[src/multi_mode_checksum_engine_top_macros.svh]
// assertion macros used by the checksum engine top level
`ifndef MULTI_MODE_CHECKSUM_ENGINE_TOP_MACROS_SVH
`define MULTI_MODE_CHECKSUM_ENGINE_TOP_MACROS_SVH

// same-cycle implication, disabled while reset is low
`define MMCE_ASSERT_IMPLY(label, clk, rstn, ante, cons, msg) \
    label: assert property (@(posedge clk) disable iff (!(rstn)) (ante) |-> (cons)) \
        else $error(msg);

// next-cycle implication, disabled while reset is low
`define MMCE_ASSERT_NEXT(label, clk, rstn, ante, cons, msg) \
    label: assert property (@(posedge clk) disable iff (!(rstn)) (ante) |=> (cons)) \
        else $error(msg);

`endif

[src/mmce_pkg.sv]
// types, codes and helpers shared by the checksum engine
`default_nettype none

package mmce_pkg;

    typedef enum logic [2:0] {
        MODE_MODBUS = 3'd0,
        MODE_CCITT  = 3'd1,
        MODE_XMODEM = 3'd2,
        MODE_CRC32  = 3'd3,
        MODE_SUM8   = 3'd4,
        MODE_SUM16  = 3'd5,
        MODE_XOR8   = 3'd6,
        MODE_LRC    = 3'd7
    } mode_t;

    localparam int unsigned CFG_INDEX_W = 2;
    localparam int unsigned CFG_DATA_W  = 16;

    localparam logic [CFG_INDEX_W-1:0] CFG_CHECK_MODE    = 2'd0;
    localparam logic [CFG_INDEX_W-1:0] CFG_CCITT_INITIAL = 2'd1;

    localparam logic [15:0] POLY_MODBUS = 16'hA001;
    localparam logic [15:0] POLY_CCITT  = 16'h1021;
    localparam logic [31:0] POLY_CRC32  = 32'hEDB88320;
    localparam logic [15:0] INIT_MODBUS = 16'hFFFF;
    localparam logic [31:0] INIT_CRC32  = 32'hFFFFFFFF;
    localparam logic [31:0] XOR_CRC32   = 32'hFFFFFFFF;

    // starting accumulator value of a mode
    function automatic logic [31:0] init_for_mode(input mode_t mode,
                                                  input logic [15:0] ccitt_init);
        logic [31:0] init;
        case (mode)
            MODE_MODBUS: init = {16'h0000, INIT_MODBUS};
            MODE_CCITT:  init = {16'h0000, ccitt_init};
            MODE_CRC32:  init = INIT_CRC32;
            default:     init = 32'h0000_0000;
        endcase
        return init;
    endfunction

endpackage

`default_nettype wire

[src/mmce_fold.sv]
// byte fold and final step of the selected check, one byte per cycle
`default_nettype none

module mmce_fold (
    input  mmce_pkg::mode_t mode,
    input  logic [31:0]     acc,
    input  logic [7:0]      data_byte,
    input  logic            carries_byte,
    output logic [31:0]     acc_folded,
    output logic [31:0]     check_value
);

    logic [15:0] crc16;
    logic [31:0] crc32;
    logic [31:0] fold;

    always_comb begin
        crc16 = 16'h0000;
        crc32 = 32'h0000_0000;
        fold  = acc;
        case (mode)
            mmce_pkg::MODE_MODBUS: begin
                crc16 = acc[15:0] ^ {8'h00, data_byte};
                for (int i = 0; i < 8; i++) begin
                    crc16 = crc16[0] ? ((crc16 >> 1) ^ mmce_pkg::POLY_MODBUS) : (crc16 >> 1);
                end
                fold = {16'h0000, crc16};
            end
            mmce_pkg::MODE_CCITT, mmce_pkg::MODE_XMODEM: begin
                crc16 = acc[15:0] ^ {data_byte, 8'h00};
                for (int i = 0; i < 8; i++) begin
                    crc16 = crc16[15] ? ((crc16 << 1) ^ mmce_pkg::POLY_CCITT) : (crc16 << 1);
                end
                fold = {16'h0000, crc16};
            end
            mmce_pkg::MODE_CRC32: begin
                crc32 = acc ^ {24'h000000, data_byte};
                for (int i = 0; i < 8; i++) begin
                    crc32 = crc32[0] ? ((crc32 >> 1) ^ mmce_pkg::POLY_CRC32) : (crc32 >> 1);
                end
                fold = crc32;
            end
            mmce_pkg::MODE_SUM8, mmce_pkg::MODE_LRC: begin
                fold = {24'h000000, acc[7:0] + data_byte};
            end
            mmce_pkg::MODE_SUM16: begin
                fold = {16'h0000, acc[15:0] + {8'h00, data_byte}};
            end
            default: begin
                fold = {24'h000000, acc[7:0] ^ data_byte};
            end
        endcase
    end

    assign acc_folded = carries_byte ? fold : acc;

    always_comb begin
        case (mode)
            mmce_pkg::MODE_CRC32: check_value = acc_folded ^ mmce_pkg::XOR_CRC32;
            mmce_pkg::MODE_LRC:   check_value = {24'h000000, 8'h00 - acc_folded[7:0]};
            default:              check_value = acc_folded;
        endcase
    end

endmodule

`default_nettype wire

[src/multi_mode_checksum_engine_top.sv]
// top level of the multi-mode checksum engine
// usage:
//   s_ channel carries one message byte per item (s_data_byte), a flag that
//   the byte belongs to the message (s_carries_byte) and an end-of-message
//   flag (s_last_byte). an item with no byte and last set closes a message
//   without adding anything
//   m_ channel carries one check value per message, zero-extended to 32 bits
//   cfg port selects the check (index 0) and the ccitt start value (index 1);
//   a write to index 0 or 1 re-arms the accumulator, so write only while idle
// path: an item is registered in the input register and folded from there;
//   a last item's check is written to the output register as the item leaves
//   the input register, and m_valid is driven from that output register
// throughput: one item per cycle unless a last item waits; the eight crc bit
//   steps are unrolled, so the accumulator loop holds just one register
// stall: while the output register holds an untaken check, bytes that do
//   not end a message still flow; a second last item waits in the input
//   register and s_ready drops until m_ready takes the pending check
// reset: synchronous active-low aresetn selects modbus, ccitt start ffff
//   and loads the accumulator with ffff; both channels come up empty
`default_nettype none

`include "multi_mode_checksum_engine_top_macros.svh"

module multi_mode_checksum_engine_top (
    input  wire logic                              aclk,
    input  wire logic                              aresetn,
    // configuration write port
    input  wire logic                              cfg_wr_en,
    input  wire logic [mmce_pkg::CFG_INDEX_W-1:0]  cfg_index,
    input  wire logic [mmce_pkg::CFG_DATA_W-1:0]   cfg_wdata,
    // input byte channel
    input  wire logic                              s_valid,
    output logic                                   s_ready,
    input  wire logic [7:0]                        s_data_byte,
    input  wire logic                              s_carries_byte,
    input  wire logic                              s_last_byte,
    // result channel
    output logic                                   m_valid,
    input  wire logic                              m_ready,
    output logic [31:0]                            m_check_value
);

    // configuration registers
    mmce_pkg::mode_t mode_reg, mode_next;
    logic [15:0]     ccitt_reg, ccitt_next;

    // input register stage
    logic        in_vld_reg, in_vld_next;
    logic [7:0]  in_data_reg;
    logic        in_carries_reg;
    logic        in_last_reg;

    // accumulator and output register
    logic [31:0] running_check_reg, running_check_next;
    logic        out_vld_reg, out_vld_next;
    logic [31:0] out_check_reg;

    logic [31:0] acc_folded;
    logic [31:0] check_value;
    logic [31:0] init_value;
    logic        advance;
    logic        fire;
    logic        s_accept;
    logic        cfg_hit;

    // a last item may only leave the input register when the output slot frees
    assign advance  = !(in_last_reg && out_vld_reg && !m_ready);
    assign fire     = in_vld_reg && advance;
    assign s_ready  = !in_vld_reg || advance;
    assign s_accept = s_valid && s_ready;

    assign cfg_hit = cfg_wr_en && ((cfg_index == mmce_pkg::CFG_CHECK_MODE) ||
                                   (cfg_index == mmce_pkg::CFG_CCITT_INITIAL));

    // config write: new register values feed the re-arm value directly
    always_comb begin
        mode_next  = mode_reg;
        ccitt_next = ccitt_reg;
        if (cfg_wr_en) begin
            case (cfg_index)
                mmce_pkg::CFG_CHECK_MODE:    mode_next  = mmce_pkg::mode_t'(cfg_wdata[2:0]);
                mmce_pkg::CFG_CCITT_INITIAL: ccitt_next = cfg_wdata[15:0];
                default: ;
            endcase
        end
    end

    assign init_value = mmce_pkg::init_for_mode(mode_next, ccitt_next);

    mmce_fold u_fold (
        .mode         (mode_reg),
        .acc          (running_check_reg),
        .data_byte    (in_data_reg),
        .carries_byte (in_carries_reg),
        .acc_folded   (acc_folded),
        .check_value  (check_value)
    );

    always_comb begin
        running_check_next = running_check_reg;
        if (cfg_hit) begin
            running_check_next = init_value;
        end else if (fire) begin
            // re-arm on the end of a message, else keep folding
            running_check_next = in_last_reg ? init_value : acc_folded;
        end
    end

    always_comb begin
        in_vld_next = in_vld_reg;
        if (s_accept) begin
            in_vld_next = 1'b1;
        end else if (fire) begin
            in_vld_next = 1'b0;
        end
    end

    assign out_vld_next = (out_vld_reg && !m_ready) || (fire && in_last_reg);

    always_ff @(posedge aclk) begin
        if (!aresetn) begin
            mode_reg          <= mmce_pkg::MODE_MODBUS;
            ccitt_reg         <= 16'hFFFF;
            running_check_reg <= {16'h0000, mmce_pkg::INIT_MODBUS};
            in_vld_reg        <= 1'b0;
            out_vld_reg       <= 1'b0;
        end else begin
            mode_reg          <= mode_next;
            ccitt_reg         <= ccitt_next;
            running_check_reg <= running_check_next;
            in_vld_reg        <= in_vld_next;
            out_vld_reg       <= out_vld_next;
        end
    end

    // payload registers, no reset needed
    always_ff @(posedge aclk) begin
        if (s_accept) begin
            in_data_reg    <= s_data_byte;
            in_carries_reg <= s_carries_byte;
            in_last_reg    <= s_last_byte;
        end
        if (fire && in_last_reg) begin
            out_check_reg <= check_value;
        end
    end

    assign m_valid       = out_vld_reg;
    assign m_check_value = out_check_reg;

    // a pending last item must hold off new input while the check is unread
    `MMCE_ASSERT_IMPLY(a_last_blocks_input, aclk, aresetn,
        in_vld_reg && in_last_reg && out_vld_reg && !m_ready, !s_ready,
        "last item left input stage while output slot was full")

    // a write to index 0 or 1 re-arms the accumulator to the mode's start value
    `MMCE_ASSERT_NEXT(a_cfg_rearms, aclk, aresetn,
        cfg_hit,
        running_check_reg == mmce_pkg::init_for_mode(mode_reg, ccitt_reg),
        "accumulator not re-armed after config write")

    // a new check appears only after a last item left the input stage
    `MMCE_ASSERT_IMPLY(a_result_from_last, aclk, aresetn,
        $rose(out_vld_reg), $past(in_vld_reg && in_last_reg),
        "check emitted without a last item")

endmodule

`default_nettype wire

[config.mk]
export PLATFORM = sky130hd
export DESIGN_NAME = multi_mode_checksum_engine_top
export DESIGN_NICKNAME = d
export VERILOG_FILES = /design/src/mmce_pkg.sv /design/src/mmce_fold.sv /design/src/multi_mode_checksum_engine_top.sv
export VERILOG_INCLUDE_DIRS = /design/src /design/src/src
export SDC_FILE = /design/constraint.sdc
export NUM_CORES = 1
export LEC_CHECK = 0
export BUFFER_PORTS_ARGS = -buffer_cell sky130_fd_sc_hd__buf_2
export CAP_MARGIN = 20
export CORE_UTILIZATION = 40
export CTS_CLUSTER_SIZE = 10
export DETAILED_ROUTE_END_ITERATION = 8
export HOLD_SLACK_MARGIN = 0.06
export PLACE_DENSITY = 0.58
export RECOVER_POWER = 50
export SYNTH_ARGS = -nofsm -noshare
export SYNTH_HDL_FRONTEND = slang
export SYNTH_HIERARCHICAL = 1
export SYNTH_SLANG_ARGS = --single-unit
[constraint.sdc]
create_clock -name aclk -period 3.6 [get_ports aclk]
set_clock_uncertainty 0.2 [all_clocks]
set_input_delay 0.18 -clock aclk [delete_from_list [all_inputs] [get_ports aclk]]
set_output_delay 0.18 -clock aclk [all_outputs]
set_load 0.005 [all_outputs]
* After elaboration in Yosys (flattened, before gate mapping)
Index checks and enable logic that the tools add are counted.
Operators by class: $add $sub $neg 3, multipliers 0, divide/modulo/power cells 0, order comparisons 0, equal/unequal tests 9, shift operators 0, muxes and demuxes 37, bitwise operators 29, reduce and logical (&&, ||, !) cells 20
Operators by type and width (count):
- 32-bit two-way mux | 12
- 16-bit two-way mux | 10
- 32-bit one-hot mux with 5 select lines | 1
- 13-bit inverter with 14-bit output | 8
- 13-bit two-way mux | 8
- 32-bit one-hot mux with 3 select lines | 1
- 32-bit one-hot mux with 2 select lines | 1
- 32-bit inverter | 1
- 32-bit by 8-bit bitwise XOR with 32-bit output | 1
- 2-bit inverter with 3-bit output | 8
- 3-bit inverter | 8
- 16-bit by 8-bit adder with 16-bit output | 1
- 16-bit bitwise XOR | 1
- 16-bit by 8-bit bitwise XOR with 16-bit output | 1
- 3-bit by 2-bit == test with 1-bit output (second input constant) | 3
- 3-bit == test (second input constant) | 3
- 8-bit adder | 1
- 1-bit by 8-bit subtractor with 8-bit output (first input constant) | 1
- 8-bit bitwise XOR | 1
- 1-bit logical AND | 7
- 3-bit by 1-bit == test with 1-bit output (second input constant) | 2
- 3-bit zero test | 2
- 3-bit two-way mux | 2
- 2-bit nonzero test | 2
- 6 further kinds | 12
Storage, ports and cells: register bits 95, latch bits 0, RAM bits 0, ROM bits 0, input port bits 33, output and inout bits 34, logic and storage cells 107, memories 0

* Longest topological paths before layout
Gate-level depths: netlist (run 1).
depth in word-level cells 22, depth in mapped cells 12

* Hierarchy
The synthesis (run 1) kept the hierarchy.
Modules (own cells, without submodules):
- multi_mode_checksum_engine_top | times used 1, cells each 295, area an instance 3626.0 um^2, sequential area each 2322.2 um^2
- mmce_fold | times used 1, cells each 442, area an instance 3007.9 um^2, sequential area each 0.0 um^2

* Worst setup path before layout (run 1)
No wires, ideal clock.
kind reg-to-reg, from register in_data_reg[5], to register out_check_reg[6] (netlist: m_check_value[6]) (data pin), arrival 2796 ps, setup slack 333 ps, stages on the path, launching flop included 12, period minus slack after synthesis 3267 ps, path through edfxtp_1 > ha_1 > buf_2 > xnor3_2 > xor3_2 > xor2_2 > xnor2_1 > a22oi_4 > ha_1 > nand4_1 > o21ai_1 > xnor2_1
On the way: longest elaborated chain between the ends 14, elaborated cells on any way between the ends 35, those cells by class add/sub (3); mux (25); bitwise (7)
Ends and longest elaborated chain:
- start: declaration | line multi_mode_checksum_engine_top.sv:49 | logic [7:0] in_data_reg;
- start signal: assignment | line multi_mode_checksum_engine_top.sv:139 | in_data_reg <= s_data_byte;
- 16-bit by 8-bit bitwise XOR with 16-bit output | line mmce_fold.sv:23 | crc16 = acc[15:0] ^ {8'h00, data_byte};
- 16-bit two-way mux (4 in a row) | line mmce_fold.sv:25 | crc16 = crc16[0] ? ((crc16 >> 1) ^ mmce_pkg::POLY_MODBUS) : (crc16 >> 1);
- 2-bit inverter with 3-bit output (no line)
- 16-bit two-way mux (4 in a row) | line mmce_fold.sv:25
- 32-bit one-hot mux with 5 select lines * | line mmce_fold.sv:21 | case (mode)
- 32-bit two-way mux * | line mmce_fold.sv:55 | assign acc_folded = carries_byte ? fold : acc;
- 1-bit by 8-bit subtractor with 8-bit output | line mmce_fold.sv:60 | mmce_pkg::MODE_LRC: check_value = {24'h000000, 8'h00 - acc_folded[7:0]};
- 32-bit one-hot mux with 2 select lines * | line mmce_fold.sv:58 | case (mode)
- via check_value[6] | line multi_mode_checksum_engine_top.sv:59 | logic [31:0] check_value;
- end signal: assignment | line multi_mode_checksum_engine_top.sv:144 | out_check_reg <= check_value;
- end: declaration | line multi_mode_checksum_engine_top.sv:56 | logic [31:0] out_check_reg;
The timed path passes the listed nets; every way through them passes the cells marked *. A chain may end at the register's enable or synchronous reset.

* Final worst setup path (run 1)
from register in_data_reg[1], to register out_check_reg[13] (netlist: m_check_value[13]) (data pin)
On the way: longest elaborated chain between the ends 15, elaborated cells on any way between the ends 32, those cells by class add/sub (1); mux (23); bitwise (8)
Ends and longest elaborated chain (line):
- 16-bit by 8-bit bitwise XOR with 16-bit output | mmce_fold.sv:23
- 2-bit inverter with 3-bit output (no line)
- 16-bit two-way mux (7 in a row) | mmce_fold.sv:25
- 2-bit inverter with 3-bit output (no line)
- 16-bit two-way mux | mmce_fold.sv:25
- 32-bit one-hot mux with 5 select lines * | mmce_fold.sv:21
- 32-bit two-way mux * | mmce_fold.sv:55
- 32-bit inverter (no line)
- 32-bit one-hot mux with 2 select lines * | mmce_fold.sv:58
- via check_value[13] | multi_mode_checksum_engine_top.sv:59
Marks and branches as above.

==> flow_metrics.py, run 1 <==
metrics = {
    "status": {
        "run_status": "finished with violations",
        "violations": "capacitance limit, slew limit",
    },
    "synth": {
        "synth-main-ff-cell": "sky130_fd_sc_hd__dfxtp_1",
        "post_synth_inst_count": 737,
        "post_synthesis_net_count": 784,
        "syn_area_um2": 6630,
        "post_synth.cell_area_avg_um2": 9.00,
        "ys_seq_area_share_pct": 35.0,
        "synth_enable_flop_cells": 42,
        "async_reset_ff_share_pct": 0,
        "post_synth_num_cell_types": 81,
        "synthesis.yosys.warnings": 6,
        "count_of_state_elements_after_synthesis": 95,
    },
    "critical_path": {
        "critical_path.n_buffers_inverters": 0,
        "path_max_fanout": 7,
        "endpoint_kind": "flip-flop",
        "cp.arrival_ps": 3260,
        "startpoint_type": "flip-flop",
        "cell_mode_on_critical_path": "sky130_fd_sc_hd__a21o_1",
        "worstPathRequired_ps": 3490,
        "critical_path.top_delay_family": "compound AO/OA/AOI/OAI gates",
        "critical_path.max_stage_delay_ps": 450,
        "regToRegSetupSlack_ps": 230,
        "category_of_the_critical_setup_timing_path": "flip-flop to flip-flop",
        "timing.critical_path.slowest_stage_cell": "sky130_fd_sc_hd__edfxtp_1",
        "path_cells": "ha_1 -> a21o_1 -> a21oi_1 -> o21ai_1 -> a221o_1 -> a21o_1 -> a31o_2 -> mux2i_1 -> or3_1",
    },
    "floorplanning": {
        "floorplan.die.width_um": 131,
        "dieArea_um2": 17100,
        "io-pin-count": 67,
        "cell_rows": 46,
        "start_util_pct": 41.3,
        "die_y_um": 131,
        "design.core.area_um2": 16100,
    },
    "finish": {
        "syn_to_final_growth_pct": 18.4,
        "layout.cells.most_common_list": "sky130_fd_sc_hd__nand2_1, sky130_fd_sc_hd__xnor2_1, sky130_fd_sc_hd__o21ai_0, sky130_fd_sc_hd__dfxtp_1, sky130_fd_sc_hd__a21oi_1",
        "antenna-diode-count": 0,
        "drive_above_1_share_pct": 16.9,
        "final_cell_area_um2": 7860,
        "finish.net_count": 880,
        "most_frequent_standard_cell_in_the_layout_excluding_fill_and_tap_cells": "sky130_fd_sc_hd__nand2_1",
        "fillerInstances": 1558,
    },
    "timing": {
        "final_hold_viol_count": 0,
        "rsz0062_at_grt": "no",
        "final-max-slew-violation-count": 33,
        "max_freq_ghz": 0.297,
        "max-slew-margin-rel_pct": -37.5,
        "setup-tns-final_ps": 0,
        "timing.final.setup_violations": 0,
        "tightestPinTransition_ps": 2060,
        "fin_crit_sh_pct": 93.6,
        "layout_min_cycle_time_ps": 3370,
    },
    "drt": {
        "drt-vias-per-instance": 5.86,
        "detail_route.iter0.violations": 762,
        "drtPass1Iterations": 5,
        "postRouteWirelength_um": 22000,
        "antenna_left": 0,
        "detailed_route_via_count": 6173,
        "detail_route.wl_per_cell_um": 20.9,
        "post-route-drc-count": 0,
    },
    "cts": {
        "numCtsBuffers": 9,
        "clock_tree.root_cell": "sky130_fd_sc_hd__clkbuf_16",
        "post-cts-setup-buffer-count": 0,
        "cts_num_sinks": 95,
        "clock_tree_from_tritoncts": "yes",
        "ctsLongestPathBuffers": 2,
        "clkTransAtPathRegs_ps": 70,
        "clkLatencyLatePin_ps": 350,
        "htreeDepth": 3,
    },
    "pwr": {
        "irDropWorstVdd_mv": 0.236,
        "power.density_cell_area_nw_per_um2": 481,
        "static-leakage-power_uw": 0.00306,
    },
    "grt": {
        "grt_pass1_wl_um": 33900,
        "grt_pass1_vias": 5731,
        "global_route_usage_over_all_layers_pct": 27.0,
        "grt_overflow_total": 0,
        "grt_antenna_before_repair": 0,
        "maximum_number_of_pins_on_one_net_before_global_route_repair": 54,
    },
    "place": {
        "io_buffer_count": 66,
        "placed_area_um2": 7310,
        "dpl_hpwl_um": 16400,
        "gp_congestion": 1.01,
    },
    "worst_hold_path": {
        "hold_path_class": "primary input to flip-flop",
    },
    "run": {
        "drv_cap": 1,
    },
}
stage by stage:
step / hold slack (ps) / cells / worst slack [ps] / utilization, % / total power, uW
3_3_place_gp: 159 / 1008 / 264 / 45.5 / 2790
5_1_grt: 302 / 1054 / 11.0 / 48.9 / 3970
3_5_place_dp: 158 / 1008 / 222 / 45.5 / 2780
6_report: 254 / 1054 / 229 / 48.9 / 3780
4_1_cts: 252 / 1053 / 210 / 49.2 / 3780
2_1_floorplan: 78.9 / 737 / 333 / - / 2340
where the power goes:
group,internal (uW),switching [uW]
clock network,521,449
registers,1200,63.4
logic,670,880
total,2390,1390
cell families after synthesis:
| group | after synthesis | synth area share [%] |
|---|---|---|
| xor gates and xnor gates | 105 | 15.2 |
| adders and majority gates | 14 | 2.75 |
| DFF | 95 | 35.0 |
| muxes | 25 | 4.05 |
| buffers and inverters | 73 | 5.15 |
| AOI/OAI and AO/OA | 241 | 25.3 |
| and+or+nand+nor | 184 | 12.5 |
layout make-up:
class                           instances  area (um^2)  share of cell area, %
Clock buffer                           10          250                   3.19
Clock inverter                          6         46.3                  0.589
Inverter                               14         52.6                  0.669
Multi-Input combinational cell        569         3980                   50.6
Sequential cell                        95         2320                   29.6
Tap cell                              216          270                   3.44
Timing Repair Buffer                  144          936                   11.9
routing by layer:
layer	global-route usage, %	wire [um]	part of all wire [%]
met3	4.48	1650	7.5
met5	0	0	0
met2	41.2	9760	44
met1	38.4	10100	46
met4	9.26	490	2.2
synth_stat cells (13+ instances only):
| master | number | area share (%) |
|---|---|---|
| sky130_fd_sc_hd__a21oi_1 | 51 | 3.8 |
| sky130_fd_sc_hd__a22oi_1 | 14 | 1.6 |
| sky130_fd_sc_hd__buf_2 | 14 | 1.1 |
| sky130_fd_sc_hd__clkbuf_1 | 34 | 1.9 |
| sky130_fd_sc_hd__dfxtp_1 | 53 | 16 |
| sky130_fd_sc_hd__edfxtp_1 | 42 | 19 |
| sky130_fd_sc_hd__ha_1 | 13 | 2.5 |
| sky130_fd_sc_hd__mux2i_1 | 21 | 3.2 |
| sky130_fd_sc_hd__nand2_1 | 99 | 5.6 |
| sky130_fd_sc_hd__nor2_1 | 29 | 1.6 |
| sky130_fd_sc_hd__o211ai_1 | 13 | 1.5 |
| sky130_fd_sc_hd__o21ai_0 | 53 | 4.0 |
| sky130_fd_sc_hd__o21ai_1 | 14 | 1.1 |
| sky130_fd_sc_hd__xnor2_1 | 69 | 9.1 |
| sky130_fd_sc_hd__xor2_1 | 28 | 3.7 |
path summary, 6_finish.rpt:
kind,startpoint,end,cells after the start
worst max-delay path,in_data_reg[1],m_check_value[13],9
worst max register to register,in_data_reg[1],m_check_value[13],9
worst min-delay path,aresetn,ccitt_reg[3],2
worst min register to register,ccitt_reg[8],ccitt_reg[8],2
what timing repair did:
item,in CTS,in global routing
hold buffers,29,0
resized for setup,0,1
endpoints found under the setup margin,0,3
hold endpoints to repair,31,0
No activity file was read; power rests on OpenSTA's default activity.
==> inputs of run 2 (changes only) <==
--- a/config.mk
+++ b/config.mk
@@ -11,6 +11,7 @@
 export CORE_UTILIZATION = 40
 export CTS_CLUSTER_SIZE = 10
 export DETAILED_ROUTE_END_ITERATION = 8
+export GPL_TIMING_DRIVEN = 0
 export HOLD_SLACK_MARGIN = 0.06
 export PLACE_DENSITY = 0.58
 export RECOVER_POWER = 50
==> flow_metrics.py, run 2 (same netlist as run 1, synthesis figures left out) <==
metrics = {
    "status": {
        "run_status": "finished with violations",
        "violations": "capacitance limit, slew limit",
    },
    "floorplanning": {
        "io-pin-count": 67,
        "start_util_pct": 41.3,
        "die_y_um": 131,
        "cell_rows": 46,
        "dieArea_um2": 17100,
        "floorplan.die.width_um": 131,
        "design.core.area_um2": 16100,
    },
    "timing": {
        "setup_ws_ps": 65.7,
        "setup-tns-final_ps": 0,
        "layout_min_cycle_time_ps": 3530,
        "timing.final.setup_violations": 0,
        "rsz0062_at_grt": "no",
        "tightestPinTransition_ps": 1600,
        "fin_crit_sh_pct": 98.2,
        "final_hold_viol_count": 0,
        "max-slew-margin-rel_pct": -6.50,
        "final-max-slew-violation-count": 33,
        "max_freq_ghz": 0.283,
    },
    "drt": {
        "detailed_route_via_count": 6228,
        "antenna_left": 0,
        "postRouteWirelength_um": 21700,
        "drt-vias-per-instance": 5.83,
        "post-route-drc-count": 0,
        "detail_route.iter0.violations": 727,
        "detail_route.wl_per_cell_um": 20.4,
        "drtPass1Iterations": 6,
    },
    "place": {
        "gp_congestion": 0.958,
        "worst_setup_slack_before_clock_tree_synthesis_ps": -193,
        "io_buffer_count": 65,
        "dpl_hpwl_um": 16100,
    },
    "worst_hold_path": {
        "hold_path_class": "primary input to flip-flop",
    },
    "cts": {
        "ctsLongestPathBuffers": 2,
        "cts_num_sinks": 95,
        "clock_tree.root_cell": "sky130_fd_sc_hd__clkbuf_16",
        "clkTransAtPathRegs_ps": 70,
        "htreeDepth": 3,
        "clkLatencyLatePin_ps": 350,
        "clock_tree_from_tritoncts": "yes",
        "numCtsBuffers": 9,
    },
    "critical_path": {
        "path_max_fanout": 10,
        "startpoint_type": "flip-flop",
        "cp.arrival_ps": 3410,
        "category_of_the_critical_setup_timing_path": "flip-flop to flip-flop",
        "endpoint_kind": "flip-flop",
        "worstPathRequired_ps": 3480,
    },
    "grt": {
        "grt_antenna_before_repair": 0,
        "maximum_number_of_pins_on_one_net_before_global_route_repair": 33,
        "grt_pass1_wl_um": 33000,
        "grt_overflow_total": 0,
        "grt_pass1_vias": 5922,
        "global_route_usage_over_all_layers_pct": 26.3,
    },
    "finish": {
        "finish.net_count": 894,
        "most_frequent_standard_cell_in_the_layout_excluding_fill_and_tap_cells": "sky130_fd_sc_hd__nand2_1",
        "layout.cells.most_common_list": "sky130_fd_sc_hd__nand2_1, sky130_fd_sc_hd__xnor2_1, sky130_fd_sc_hd__clkbuf_1, sky130_fd_sc_hd__o21ai_0, sky130_fd_sc_hd__dfxtp_1",
        "fillerInstances": 1569,
        "antenna-diode-count": 0,
        "syn_to_final_growth_pct": 18.5,
        "drive_above_1_share_pct": 14.9,
    },
    "pwr": {
        "static-leakage-power_uw": 0.00302,
        "power.density_cell_area_nw_per_um2": 479,
        "irDropWorstVdd_mv": 0.232,
    },
    "run": {
        "drv_cap": 1,
    },
}
[run 2: final timing paths]
kind                   startpoint                    to  slack (ps)  cells after the start
max                in_data_reg[5]      m_check_value[6]          70                     11
min                  cfg_index[0]           mode_reg[2]         240                      5
max reg2reg        in_data_reg[5]      m_check_value[6]          70                     11
min reg2reg  running_check_reg[9]  running_check_reg[9]         280                      2
[run 2: power breakdown]
part           switching [uW]  leakage (uW)  internal (uW)
Combinational             891       0.00202            644
Clock                     423      0.000155            555
Sequential               56.1      0.000840           1200
[run 2: layout make-up]
class | count | area (um^2) | area share, %
timing repair buffer | 99 | 616 | 7.83
tap | 216 | 270 | 3.44
buffer | 59 | 295 | 3.76
multi-input combinational | 569 | 4000 | 50.8
sequential | 95 | 2320 | 29.5
clock inverter | 4 | 31.3 | 0.398
inverter | 14 | 52.6 | 0.669
clock buffer | 12 | 278 | 3.53
[run 2: worst max-delay path, cell delays in order (launching register included)]
cell and delay, ps:
sky130_fd_sc_hd__edfxtp_1 440, sky130_fd_sc_hd__ha_1 400, sky130_fd_sc_hd__buf_6 200, sky130_fd_sc_hd__xnor3_2 350, sky130_fd_sc_hd__xor3_2 460, sky130_fd_sc_hd__xor2_2 210
sky130_fd_sc_hd__xnor2_1 180, sky130_fd_sc_hd__a22oi_4 230, sky130_fd_sc_hd__ha_1 230, sky130_fd_sc_hd__nand4_1 110, sky130_fd_sc_hd__o21ai_1 180, sky130_fd_sc_hd__xnor2_1 80
[run 2: metal layers]
layer / up-vias / routed length [um] / GRT usage, %
met4: 2 / 626 / 9.80
met2: 337 / 9690 / 40.8
met1: 2950 / 9510 / 35.4
met3: 41 / 1860 / 5.70
li1: 2898 / - / -
met5: - / 57 / 2.65
[run 2: per-stage QoR]
step | hold slack (ps) | total power (uW) | utilization [%] | cell area (um^2) | std cells
floorplan | 78.9 | 2340 | - | 6630 | 737
global placement | 157 | 2700 | 45.0 | 7230 | 1018
detailed placement | 158 | 2710 | 45.1 | 7240 | 1018
CTS | 225 | 3760 | 49.0 | 7870 | 1067
global route | 254 | 3950 | 48.9 | 7860 | 1068
finish | 237 | 3770 | 48.9 | 7860 | 1068
[run 2: what timing repair did]
action,4_1_cts,5_1_grt
setup endpoints to repair,6,28
resized for setup,1,7
endpoints found under the hold margin,31,0
hold buffers,30,0
pin swaps,1,0
buffers inserted,3,0
